==> src/hdl/prt_pkg.sv <==
`default_nettype none
// ----------------------------------------------------------------------------
// prt_pkg
// shared constants and the control bundle broadcast to every table cell
// ----------------------------------------------------------------------------
package prt_pkg;

    localparam int MAX_AREAS_DEF = 8;
    localparam int MAX_AREAS_TOP = 64;
    localparam int IDX_W         = $clog2(MAX_AREAS_TOP + 1);
    localparam int ADDR_W        = 16;
    localparam int FUNC_W        = 2;
    localparam int HANDLE_W      = 4;

    localparam logic [FUNC_W-1:0] FN_ADD    = 2'd0;
    localparam logic [FUNC_W-1:0] FN_REMOVE = 2'd1;
    localparam logic [FUNC_W-1:0] FN_CHECK  = 2'd2;

    typedef struct packed {
        logic              act;
        logic              add;
        logic              shift;
        logic              check;
        logic [IDX_W-1:0]  count;
        logic [IDX_W-1:0]  first;
        logic [ADDR_W-1:0] lo;
        logic [ADDR_W-1:0] hi;
        logic [ADDR_W-1:0] addr;
    } t_cell_ctl;

endpackage

`default_nettype wire

==> src/hdl/prt_cell.sv <==
`default_nettype none
// ----------------------------------------------------------------------------
// prt_cell
// one table entry: loads on add, takes its neighbour's entry on remove,
// registers its own range hit on check
// ----------------------------------------------------------------------------
module prt_cell #(
    parameter int IDX       = 0,
    parameter int MAX_AREAS = 8
) (
    input  wire                            i_clk,
    input  wire                            i_rst_n,
    input  prt_pkg::t_cell_ctl             i_ctl,
    input  wire  [prt_pkg::ADDR_W-1:0]     i_nxt_lo,
    input  wire  [prt_pkg::ADDR_W-1:0]     i_nxt_hi,
    output logic [prt_pkg::ADDR_W-1:0]     o_lo,
    output logic [prt_pkg::ADDR_W-1:0]     o_hi,
    output logic                           o_hit
);
    import prt_pkg::*;

    localparam logic [IDX_W-1:0] MY_IDX   = IDX_W'(IDX);
    localparam bit               HAS_NEXT = (IDX + 1) < MAX_AREAS;

    logic [ADDR_W-1:0] r_lo, n_lo;
    logic [ADDR_W-1:0] r_hi, n_hi;
    logic              r_hit, n_hit;
    logic              w_valid;

    assign w_valid = MY_IDX < i_ctl.count;

    always_comb begin
        n_lo  = r_lo;
        n_hi  = r_hi;
        n_hit = r_hit;
        if (i_ctl.act) begin
            n_hit = i_ctl.check && w_valid &&
                    (i_ctl.addr >= r_lo) && (i_ctl.addr <= r_hi);
            if (i_ctl.add && (MY_IDX == i_ctl.count)) begin
                n_lo = i_ctl.lo;
                n_hi = i_ctl.hi;
            end else if (i_ctl.shift && HAS_NEXT && (MY_IDX >= i_ctl.first)) begin
                n_lo = i_nxt_lo;
                n_hi = i_nxt_hi;
            end
        end
    end

    always_ff @(posedge i_clk) begin
        r_lo <= n_lo;
        r_hi <= n_hi;
        if (!i_rst_n) begin
            r_hit <= 1'b0;
        end else begin
            r_hit <= n_hit;
        end
    end

    assign o_lo  = r_lo;
    assign o_hi  = r_hi;
    assign o_hit = r_hit;

endmodule

`default_nettype wire

==> src/hdl/protected_range_table_core.sv <==
`default_nettype none
// ----------------------------------------------------------------------------
// protected_range_table_core
// table of inclusive address ranges held in a row of cells
// ----------------------------------------------------------------------------
// a result passes through the registered hit of each cell and then the reduction
// into the result register; a new item is taken only once the last one has been
// evaluated and the output register is empty or being read
// reset: clears the entry count and the handshake state, entries are
// left as they are, no clearing pass
module protected_range_table_core #(
    parameter int MAX_AREAS = prt_pkg::MAX_AREAS_DEF
) (
    input  wire         i_clk,
    input  wire         i_rst_n,
    input  wire         s_axis_tvalid,
    output logic        s_axis_tready,
    // range_start, range_end, handle_in, probe_address, zero pad
    input  wire  [55:0] s_axis_tdata,
    // func
    input  wire  [1:0]  s_axis_tuser,
    output logic        m_axis_tvalid,
    input  wire         m_axis_tready,
    // handle_out, remove_ok, in_zone, zero pad
    output logic [7:0]  m_axis_tdata
);
    import prt_pkg::*;

    localparam int CW = $clog2(MAX_AREAS + 1);
    localparam int XW = (CW > HANDLE_W) ? CW : HANDLE_W;
    localparam logic [XW-1:0] N_X = XW'(MAX_AREAS);

    typedef enum logic [1:0] {
        S_IDLE = 2'b01,
        S_EVAL = 2'b10
    } t_state;

    t_state              r_state, n_state;
    logic [CW-1:0]       r_count, n_count;
    logic [HANDLE_W-1:0] r_handle, n_handle;
    logic                r_ok, n_ok;
    logic                r_out_valid;
    logic [HANDLE_W-1:0] r_out_handle;
    logic                r_out_ok;
    logic                r_out_zone;

    logic                w_acc;
    logic [FUNC_W-1:0]   w_func;
    logic [ADDR_W-1:0]   w_lo, w_hi, w_addr;
    logic [HANDLE_W-1:0] w_hin;
    logic [XW-1:0]       w_cnt_x, w_hin_x, w_first_x;
    logic                w_add_ok;
    t_cell_ctl           w_ctl;

    logic [ADDR_W-1:0]    w_cell_lo [MAX_AREAS];
    logic [ADDR_W-1:0]    w_cell_hi [MAX_AREAS];
    logic [MAX_AREAS-1:0] w_hit;

    assign w_func = s_axis_tuser;
    assign w_lo   = s_axis_tdata[15:0];
    assign w_hi   = s_axis_tdata[31:16];
    assign w_hin  = s_axis_tdata[35:32];
    assign w_addr = s_axis_tdata[51:36];

    assign s_axis_tready = (r_state == S_IDLE) && (!r_out_valid || m_axis_tready);
    assign w_acc         = s_axis_tvalid && s_axis_tready;

    assign w_cnt_x   = XW'(r_count);
    assign w_hin_x   = XW'(w_hin);
    assign w_first_x = w_hin_x - XW'(1);
    assign w_add_ok  = (w_func == FN_ADD) && (w_cnt_x < N_X);

    always_comb begin
        n_state  = r_state;
        n_count  = r_count;
        n_handle = r_handle;
        n_ok     = r_ok;
        case (r_state)
            S_IDLE: begin
                if (w_acc) begin
                    n_state  = S_EVAL;
                    n_ok     = (w_func == FN_REMOVE) && (w_hin_x != '0) &&
                               (w_hin_x <= w_cnt_x);
                    n_handle = w_add_ok ? HANDLE_W'(w_cnt_x + XW'(1)) : '0;
                    if (w_add_ok) begin
                        n_count = r_count + CW'(1);
                    end else if (n_ok) begin
                        n_count = r_count - CW'(1);
                    end
                end
            end
            S_EVAL: begin
                n_state = S_IDLE;
            end
            default: begin
                n_state = S_IDLE;
            end
        endcase
    end

    always_comb begin
        w_ctl       = '0;
        w_ctl.act   = w_acc;
        w_ctl.add   = w_add_ok;
        w_ctl.shift = n_ok && w_acc;
        w_ctl.check = (w_func == FN_CHECK);
        w_ctl.count = IDX_W'(r_count);
        w_ctl.first = IDX_W'(w_first_x);
        w_ctl.lo    = w_lo;
        w_ctl.hi    = w_hi;
        w_ctl.addr  = w_addr;
    end

    for (genvar g = 0; g < MAX_AREAS; g++) begin : g_cell
        logic [ADDR_W-1:0] w_nlo, w_nhi;
        if (g + 1 < MAX_AREAS) begin : g_link
            assign w_nlo = w_cell_lo[g+1];
            assign w_nhi = w_cell_hi[g+1];
        end else begin : g_end
            assign w_nlo = '0;
            assign w_nhi = '0;
        end
        prt_cell #(
            .IDX       (g),
            .MAX_AREAS (MAX_AREAS)
        ) u_cell (
            .i_clk    (i_clk),
            .i_rst_n  (i_rst_n),
            .i_ctl    (w_ctl),
            .i_nxt_lo (w_nlo),
            .i_nxt_hi (w_nhi),
            .o_lo     (w_cell_lo[g]),
            .o_hi     (w_cell_hi[g]),
            .o_hit    (w_hit[g])
        );
    end

    always_ff @(posedge i_clk) begin
        r_handle <= n_handle;
        r_ok     <= n_ok;
        if (r_state == S_EVAL) begin
            r_out_handle <= r_handle;
            r_out_ok     <= r_ok;
            r_out_zone   <= |w_hit;
        end
        if (!i_rst_n) begin
            r_state     <= S_IDLE;
            r_count     <= '0;
            r_out_valid <= 1'b0;
        end else begin
            r_state <= n_state;
            r_count <= n_count;
            if (r_state == S_EVAL) begin
                r_out_valid <= 1'b1;
            end else if (m_axis_tready) begin
                r_out_valid <= 1'b0;
            end
        end
    end

    assign m_axis_tvalid = r_out_valid;
    assign m_axis_tdata  = {2'b00, r_out_zone, r_out_ok, r_out_handle};

    a_count_max: assert property (@(posedge i_clk) disable iff (!i_rst_n)
        XW'(r_count) <= N_X)
        else $error("entry count beyond table size");

    a_acc_eval: assert property (@(posedge i_clk) disable iff (!i_rst_n)
        w_acc |=> (r_state == S_EVAL) && !r_out_valid)
        else $error("accepted item not evaluated next cycle");

    a_eval_out: assert property (@(posedge i_clk) disable iff (!i_rst_n)
        (r_state == S_EVAL) |=> m_axis_tvalid)
        else $error("evaluated item gave no result");

    a_remove_dec: assert property (@(posedge i_clk) disable iff (!i_rst_n)
        (w_acc && n_ok) |=> (r_count == CW'($past(r_count) - CW'(1))))
        else $error("successful remove did not shrink the table");

endmodule

`default_nettype wire

==> config.mk <==
export PLATFORM = sky130hd
export DESIGN_NAME = protected_range_table_core
export DESIGN_NICKNAME = d
export VERILOG_FILES = /design/src/hdl/prt_pkg.sv /design/src/hdl/prt_cell.sv /design/src/hdl/protected_range_table_core.sv
export SDC_FILE = /design/constraint.sdc
export NUM_CORES = 1
export LEC_CHECK = 0
export BUFFER_PORTS_ARGS = -buffer_cell sky130_fd_sc_hd__clkbuf_2
export CAP_MARGIN = 20
export CORE_MARGIN = 2
export CORE_UTILIZATION = 57
export DETAILED_ROUTE_END_ITERATION = 10
export GPL_TIMING_DRIVEN = 0
export PLACE_DENSITY = 0.77
export SETUP_SLACK_MARGIN = 0.15
export SLEW_MARGIN = 10
export SYNTH_ARGS = -nofsm -noshare
export SYNTH_HDL_FRONTEND = slang
export SYNTH_HIERARCHICAL = 1
export SYNTH_SLANG_ARGS = --single-unit
==> constraint.sdc <==
create_clock -name i_clk -period 4.45 [get_ports i_clk]
set_input_delay 0.2225 -clock i_clk [delete_from_list [all_inputs] [get_ports i_clk]]
set_output_delay 0.2225 -clock i_clk [all_outputs]
set_load 0.01 [all_outputs]
==> metrics.yaml <==
rsz0062_at_grt: "false"
clock_sinks: 282
grt_max_degree: 33
cts_tree: "yes"
skew_ns: 0.0234
required_ns: 4.65
yosys_warnings: 6
place_congestion: 0.860
drc: 0
worstSetupEndpointType: "flop"
finalHoldViolations: 0
hold_path.class: "input pin to flop"
dp.final_hpwl_um: 32000
clk_path_buf_depth: 3
drt_iter0_drc: 807
hold_path_depth: 3
synth.distinct_cells: 70
r2r_slack_ns: 0.36
period_share_pct: 91.8
crit_path_end: "g_cell[3].u_cell/o_hi[12]$_DFFE_PP_"
async_flop_share_pct: 0
grt_pass1_wl_um: 66500
yosys_most_used_dff: "edfxtp_1"
worst_hold_slack_ns: 0.0599
syn_inst: 1571
synth-seq-cells: 282
synth.area.top_cells: "edfxtp_1 41%, ha_1 17%, mux2_4 14%, inv_1 5.2%, a21oi_1 2.8%"
synth_top_family_by_area: "adder cells"
fmax_mhz: 245
dr_wl_met3_um: 2080
crit_slowest_cell: "dfxtp_1"
synthMuxAreaShare_pct: 16.6
fin_area_mm2: 0.0216
switchingPower_w: 0.00141
drtAntennaViolNets: 0
cts_buffers: 35
worst_setup_path_startpoint: "r_count[1]$_SDFFE_PN0P_"
p_int_w: 0.00461
overflow: 0
num_rows: 67
wl_per_cell_um: 19.1
synthSimpleGateAreaFrac_pct: 7.98
dp_slack_ns: 0.418
synth_common_cells: "266 x edfxtp_1, 265 x inv_1, 263 x ha_1, 176 x mux2_4, 106 x a21oi_1"
wl_met2_um: 19900
dieArea_mm2: 0.0353
syn-mean-instance-area_um2: 12.3
crit_cells: 9
placed_cell_area_mm2: 0.0205
worstReg2RegStart: "r_count[1]$_SDFFE_PN0P_"
port_buffers: 65
met1_length_um: 18300
fillers: 2463
power.leakage_nw: 9.82
initial_utilization_pct: 57.7
r2r_end: "g_cell[3].u_cell/o_hi[12]$_DFFE_PP_"
clk_pin_slew_ns: 0.06
slowest_delay_ns: 0.79
antenna_found_initial: 1
die_h_um: 188
period_minus_slack_ns: 4.09
relSlewSlack_pct: 36.8
pin_count: 72
coreArea_mm2: 0.0334
synth_compound_area_share_pct: 7.83
wirelength_um: 42100
dp_cells: 2139
peakVddDrop_uv: 289
maxSlewViolCount: 0
insertion_delay_ns: 0.52
crit_family: "simple AND/OR/NAND/NOR gates"
swShare_pct: 23.4
yosysSeqAreaShare_pct: 43.1
path_cells: "inv_1, ha_1, nor2b_1, o2111ai_1, and4_1, or4b_2, nor3_1, o21a_1, buf_8"
grt_pass1_vias: 13200
worstMarginPinSlew_ns: 0.946
setup_viol: 0
synth-edff-count: 266
viasPerCell: 5.71
start_kind: "flop"
cp_data_arrival_time_ns: 4.29
netlist.area_leader.share_pct: 41.5
seqPwrFrac_pct: 48.2
grtUsageTotal_pct: 24.1
status: "completed"
maxUsedRoutingLayer: "met4"
clkPwrFrac_pct: 43.0
comb_power_share_pct: 8.8
drive_gt1_share_pct: 22.8
num_vias: 12600
critPathKind: "flop to flop"
fin_ws_ns: 0.364
synth_fa_ha_area_share_pct: 17.1
finalNonFillerCells: 2201
dr.pass1.iters: 5
synth.largest_area_cell: "edfxtp_1"
post_cts_resize_count: 0
die_x_um: 188
syn_area_mm2: 0.0193
synth.most_common_cell: "edfxtp_1"
clockRootBuffer: "clkbuf_16"
worst-path-buf-inv: 2
rr_worst_depth: 9
nets: 2054
synth-xor-area-share_pct: 0.136
htreeDepth: 2
area_delta_synth_final_pct: 12.1
crit_fanout: 22
maxCapViolCount: 0
p_per_area_mw_per_mm2: 279
==> final cells by class <==
type	count	area (um2)	area share, %
Antenna cell	1	2.50	0.0116
Buffer	27	368	1.70
Clock buffer	47	942	4.36
Clock inverter	13	108	0.498
Inverter	267	1010	4.70
Multi-Input combinational cell	1042	9800	45.4
Sequential cell	282	8310	38.5
Tap cell	448	561	2.60
Timing Repair Buffer	74	483	2.24
==> power by group through the flow <==
stage	clock network, W	registers (W)	logic, W
after floorplan	0	0.00295	0.000286
after global placement	0	0.00295	0.000478
after detailed placement	0	0.00295	0.000516
after CTS	0.00264	0.00290	0.000522
after global routing	0.00273	0.00290	0.000589
final	0.00259	0.00290	0.000531
==> flip-flops by register name, summed over array words and instances, names as in the netlist <==
| register | cells |
|---|---|
| r_out_handle | 4 |
| g_cell.u_cell/o_hi | 128 |
| g_cell.u_cell/o_lo | 128 |
| r_count | 4 |
| r_out_zone | 1 |
| r_out_ok | 1 |
| r_ok | 1 |
| r_handle | 4 |
| r_state | 2 |
| m_axis_tvalid | 1 |
| g_cell.u_cell/o_hit | 8 |
==> cell usage in the layout (no fill, tap or decap), drive strengths merged, types with 3 or more instances in the layout <==
cell      n
inv     267
edfxtp  266
ha      263
mux2    224
clkbuf  112
a21oi   106
nand2    76
conb     48
nand4    41
nor2     36
nand3    36
o21ai    35
buf      35
a211oi   20
nor4     20
dfxtp    16
a21o     14
nor2b    14
nor3     11
clkinv   11
nand3b    8
a31o      7
o211a     7
a221oi    7
a22oi     7
or4       7
o31ai     5
a21boi    5
o21a      4
o41ai     4
a31oi     4
and4      3
nor3b     3
==> kinds of logic (layout without fill, tap and decap cells) <==
group | count (synthesis) | count (layout)
adder cells (fa/ha/maj) | 263 | 263
flip-flops | 282 | 282
other | 1 | 49
multiplexers | 226 | 226
buffers and inverters | 294 | 428
AO/OA/AOI/OAI | 235 | 235
AND/OR/NAND/NOR | 267 | 267
XOR/XNOR | 3 | 3
==> how the worst min path moves through the flow <==
stage	from	end	slack [ns]
2_1_floorplan	s_axis_tdata[16]	g_cell[7].u_cell/o_hi[0]$_DFFE_PP_	0.32
3_3_place_gp	r_handle[3]$_SDFFCE_PN0P_	r_out_handle[3]$_DFFE_PP_	0.40
3_5_place_dp	r_handle[1]$_SDFFCE_PN0P_	r_out_handle[1]$_DFFE_PP_	0.42
4_1_cts	s_axis_tdata[31]	g_cell[7].u_cell/o_hi[15]$_DFFE_PP_	0.05
5_1_grt	s_axis_tdata[31]	g_cell[7].u_cell/o_hi[15]$_DFFE_PP_	0.07
6_report	m_axis_tready	m_axis_tvalid$_SDFFE_PN0P_	0.06
==> timing repair <==
action / 4_1_cts / 5_1_grt
hold endpoints to repair: 1 / 0
buffers inserted: 0 / 0
hold buffers: 1 / 0
==> layer usage <==
layer  track usage [%]  vias to the layer above
met5                 0                        -
met2              41.6                      356
li1                  -                     6055
met1              30.7                     6054
met3              2.90                       94
met4              10.6                        0
==> metrics by stage <==
stage               setup TNS, ns  total power, W  utilization [%]
floorplan                       0         0.00323                -
finish                          0         0.00602             64.7
global route                    0         0.00622             64.7
detailed placement              0         0.00347             61.5
global placement           -74.04         0.00343             60.9
CTS                             0         0.00606             64.7
==> tightest hold or removal path, stage by stage <==
cell and delay (ns):
clkbuf_2 0.08, nor2b_1 0.05, o21a_1 0.16
Power figures use the tool's default switching activity.
